$ cat src/hdl/sltd_pkg.sv
// Shared types, codes and compare functions for the sorted line table.
// No dependencies; every other file in hdl/ imports this package.
`default_nettype none

package sltd_pkg;

    localparam int COORD_WIDTH         = 16;
    localparam int COLOR_WIDTH         = 24;
    localparam int EPS_WIDTH           = 8;
    localparam int POS_WIDTH           = 10;
    localparam int ECOUNT_WIDTH        = 11;
    localparam int DROP_WIDTH          = 16;
    localparam int DEFAULT_TABLE_DEPTH = 1024;

    localparam logic [DROP_WIDTH-1:0] DROP_MAX = '1;

    // request codes
    localparam logic [1:0] REQ_INSERT = 2'd0;
    localparam logic [1:0] REQ_READ   = 2'd1;
    localparam logic [1:0] REQ_CLEAR  = 2'd2;

    // result status codes
    localparam logic [2:0] STS_INSERTED  = 3'd0;
    localparam logic [2:0] STS_DEGEN     = 3'd1;
    localparam logic [2:0] STS_DUPLICATE = 3'd2;
    localparam logic [2:0] STS_FULL      = 3'd3;
    localparam logic [2:0] STS_PASS      = 3'd4;
    localparam logic [2:0] STS_READ_OK   = 3'd5;
    localparam logic [2:0] STS_CLEARED   = 3'd6;
    localparam logic [2:0] STS_BAD_INDEX = 3'd7;

    // configuration register indexes
    localparam logic [1:0] CFG_SORT_ENABLE  = 2'd0;
    localparam logic [1:0] CFG_DEDUP_ENABLE = 2'd1;
    localparam logic [1:0] CFG_EPSILON      = 2'd2;

    // tolerant compare codes
    localparam logic [1:0] CMP_EQ = 2'd0;
    localparam logic [1:0] CMP_LT = 2'd1;
    localparam logic [1:0] CMP_GT = 2'd2;

    typedef logic signed [COORD_WIDTH-1:0] coord_t;
    typedef logic [COLOR_WIDTH-1:0]        color_t;

    typedef struct packed {
        logic [1:0]           req_type;
        coord_t               x_start;
        coord_t               y_start;
        coord_t               x_end;
        coord_t               y_end;
        color_t               color_start;
        color_t               color_end;
        logic [POS_WIDTH-1:0] read_index;
    } in_item_t;

    typedef struct packed {
        logic [2:0]              status;
        logic [POS_WIDTH-1:0]    position;
        coord_t                  out_x_start;
        coord_t                  out_y_start;
        coord_t                  out_x_end;
        coord_t                  out_y_end;
        color_t                  out_color_start;
        color_t                  out_color_end;
        logic [ECOUNT_WIDTH-1:0] entry_count;
        logic [DROP_WIDTH-1:0]   removed_count;
    } out_item_t;

    typedef struct packed {
        coord_t x0;
        coord_t y0;
        coord_t x1;
        coord_t y1;
        color_t c0;
        color_t c1;
    } line_t;

    typedef struct packed {
        logic load_new;
        logic take_left;
    } cell_ctl_t;

    typedef enum logic [2:0] {
        ST_IDLE,
        ST_PREP,
        ST_FETCH,
        ST_CMP,
        ST_FINISH,
        ST_OUT
    } state_t;

    function automatic logic [1:0] tol_cmp(coord_t a, coord_t b, logic [EPS_WIDTH-1:0] e);
        logic signed [COORD_WIDTH+1:0] as;
        logic signed [COORD_WIDTH+1:0] bs;
        logic signed [COORD_WIDTH+1:0] es;
        logic [1:0]                    r;
        as = (COORD_WIDTH+2)'(a);
        bs = (COORD_WIDTH+2)'(b);
        es = $signed((COORD_WIDTH+2)'(e));
        if (as < bs - es)
            r = CMP_LT;
        else if (as > bs + es)
            r = CMP_GT;
        else
            r = CMP_EQ;
        return r;
    endfunction

    function automatic logic [1:0] line_cmp(line_t a, line_t b, logic [EPS_WIDTH-1:0] e);
        logic [1:0] r;
        r = tol_cmp(a.x0, b.x0, e);
        if (r == CMP_EQ) r = tol_cmp(a.y0, b.y0, e);
        if (r == CMP_EQ) r = tol_cmp(a.x1, b.x1, e);
        if (r == CMP_EQ) r = tol_cmp(a.y1, b.y1, e);
        return r;
    endfunction

endpackage

`default_nettype wire

$ cat src/hdl/sltd_cell.sv
// One table entry of the sorted line table: holds a line, takes the new line
// or its left neighbor's line on insert. Depends on sltd_pkg.
`default_nettype none

module sltd_cell
    import sltd_pkg::*;
(
    input  wire logic      clk,
    input  wire cell_ctl_t ctl,
    input  wire line_t     new_line,
    input  wire line_t     left_line,
    output line_t          q
);

    line_t line_reg;

    always_ff @(posedge clk)
    begin
        if (ctl.load_new)
            line_reg <= new_line;
        else if (ctl.take_left)
            line_reg <= left_line;
    end

    assign q = line_reg;

endmodule

`default_nettype wire

$ cat config.mk
export PLATFORM = sky130hd
export DESIGN_NAME = sltd_cell
export DESIGN_NICKNAME = d
export VERILOG_FILES = /design/src/hdl/sltd_pkg.sv /design/src/hdl/sltd_cell.sv
export SDC_FILE = /design/constraint.sdc
export NUM_CORES = 1
export LEC_CHECK = 0
export BUFFER_PORTS_ARGS = -buffer_cell sky130_fd_sc_hd__buf_2
export CAP_MARGIN = 20
export CORE_AREA = 4 4 129 131
export CTS_BUF_LIST = sky130_fd_sc_hd__clkbuf_8
export CTS_CLUSTER_SIZE = 8
export DETAILED_ROUTE_END_ITERATION = 10
export DIE_AREA = 0 0 133 135
export SLEW_MARGIN = 40
export SYNTH_ARGS = -nofsm -noshare
export SYNTH_HDL_FRONTEND = slang
export SYNTH_SLANG_ARGS = --single-unit
export TNS_END_PERCENT = 20
$ cat constraint.sdc
create_clock -name clk -period 8.8 [get_ports clk]
set_input_delay 0.88 -clock clk [delete_from_list [all_inputs] [get_ports clk]]
set_output_delay 0.88 -clock clk [all_outputs]
set_load 0.005 [all_outputs]
==> results_dict.tcl <==
set metrics [dict create \
    status "completed" \
    hold_depth 2 \
    die_h_um 135 \
    start_util_pct 32.2 \
    cts_buffer_depth 2 \
    layout_min_cycle_time_ns 2.95 \
    ctsResizeCount 0 \
    crit_slowest_cell "buf_4" \
    synth_cell_types 7 \
    cts_root_buf "clkbuf_8" \
    worstSetupStartpointType "input pin" \
    setup_viol 0 \
    cts_tree "yes" \
    grt_pass1_wl_um 18800 \
    dieWidth_um 133 \
    syn_area_per_cell_um2 21.1 \
    yosysSeqAreaShare_pct 67.1 \
    p_per_area_nw_per_um2 163 \
    gp_congestion 0.784 \
    slew_violations 0 \
    timing.final.crit_share_pct 33.5 \
    grt_pass1_vias 3555 \
    finalHoldViolCount 0 \
    port_buffers 338 \
    grt_use_total_pct 13.7 \
    dr.pass1.iters 4 \
    final_cells 797 \
    tns_ns 0 \
    drive_gt1_share_pct 80.2 \
    vias 3401 \
    worstSetupPathDepth 3 \
    routed_via_density 4.27 \
    worst-path-buf-inv 2 \
    hold_path_class "in2reg" \
    largest_reg_flops 112 \
    path_clk_slew_ns 0.11 \
    cts_hold_buf 0 \
    die_area_um2 18000 \
    fmax_mhz 339 \
    core_um2 15600 \
    std_cell_rows 46 \
    crit_path_max_fanout 62 \
    drt_iter0_markers 100 \
    grt_max_degree 63 \
    ir_drop_mv 0.0794 \
    nets 803 \
    synthCells 238 \
    drc_errors 0 \
    crit_chain "buf_6 > or2_4 > buf_4" \
    drv_cap 0 \
    leakage_nw 3.30 \
    numCtsBuffers 9 \
    relSlewSlack_pct 47.2 \
    htreeDepth 3 \
    timing_worst_setup_path_type "in2reg" \
    ys_ff_latch 112 \
    antenna_found_initial 1 \
    syn_area_um2 5010 \
    syn_nets 465 \
    placed_cells 781 \
    tightest_slew_ns 0.793 \
    wl_per_cell_um 16.4 \
    dp_hpwl_um 10500 \
    io_pins 339 \
    cp_slowest_stage_delay_ns 0.74 \
    cp.required_ns 8.79 \
    fill_cells 1467 \
    crit_arrival_ns 2.94 \
    cts_setup_buffers 0 \
    cts_num_sinks 112 \
    end_kind "register" \
    fin_hold_ws_ns 0.797 \
    path_delay_family "buffers and inverters" \
    yosysWarnings 0 \
    grt_remaining_overflow 0 \
    final_antenna_net_count 0 \
    areaGrowthSynthToFinish_pct 40.4 \
    diodes 0 \
    drt-total-wl_um 13100 \
    rsz0062_at_grt "no" \
]
==> final timing paths <==
path,from,endpoint
max,ctl[1],q[28]
min,new_line[51],q[51]
==> area by class of cell <==
type,count,area [um2],area share (%)
sequential,112,3360,47.8
multi-input combinational,113,1530,21.7
clock inverter,7,40.0,0.568
clock buffer,9,124,1.76
tap,216,270,3.84
timing repair buffer,340,1720,24.4
==> cells by family (layout without fill, tap and decap cells) <==
logic type | after synthesis | count (layout) | synth area share [%]
buffers and inverters | 13 | 356 | 2.50
multiplexers | 112 | 112 | 30.3
flip-flops | 112 | 112 | 67.1
AND/OR/NAND/NOR | 1 | 1 | 0.125
==> cells in the final DEF (no fill, tap or decap) <==
cell | synthesis | routed
clkinvlp_4 | 0 | 2
buf_6 | 8 | 2
mux2_2 | 43 | 43
buf_2 | 4 | 337
clkinv_4 | 0 | 1
clkinv_1 | 0 | 2
buf_4 | 0 | 1
mux2_4 | 69 | 69
edfxtp_1 | 112 | 112
clkbuf_8 | 0 | 9
clkinv_2 | 0 | 1
or2_4 | 0 | 1
inv_1 | 0 | 1
==> synthesized netlist by cell type (all sizes together) <==
cell    number  area [um2]
mux2       112        1520
edfxtp     112        3360
buf         13         125
or2          1        6.26
==> metrics by stage <==
step	util [%]	setup slack [ns]	cell area, um2	power (mW)
floorplan	-	4.58	5010	0.771
global placement	44.1	5.52	6880	0.890
detailed placement	44.1	5.45	6880	0.893
CTS	45.1	5.87	7040	1.16
global route	45.2	5.70	7040	1.20
finish	45.2	5.85	7040	1.14
==> layer usage <==
layer  GRT usage (%)  vias to the layer above  part of all wire (%)
met3            4.99                       28                   9.6
met4            6.87                        2                   3.0
met2            24.6                      208                    52
met5               0                        -                  0.15
li1                -                     1604                     -
met1            13.9                     1559                    35
==> where the power goes <==
| part | internal [mW] | leakage [nW] | switching, mW |
|---|---|---|---|
| Clock | 0.100 | 0.0815 | 0.169 |
| Combinational | 0.123 | 2.08 | 0.0826 |
| Sequential | 0.654 | 1.14 | 0.0150 |
| Total | 0.878 | 3.30 | 0.266 |
No activity file was read; power rests on OpenSTA's default activity.
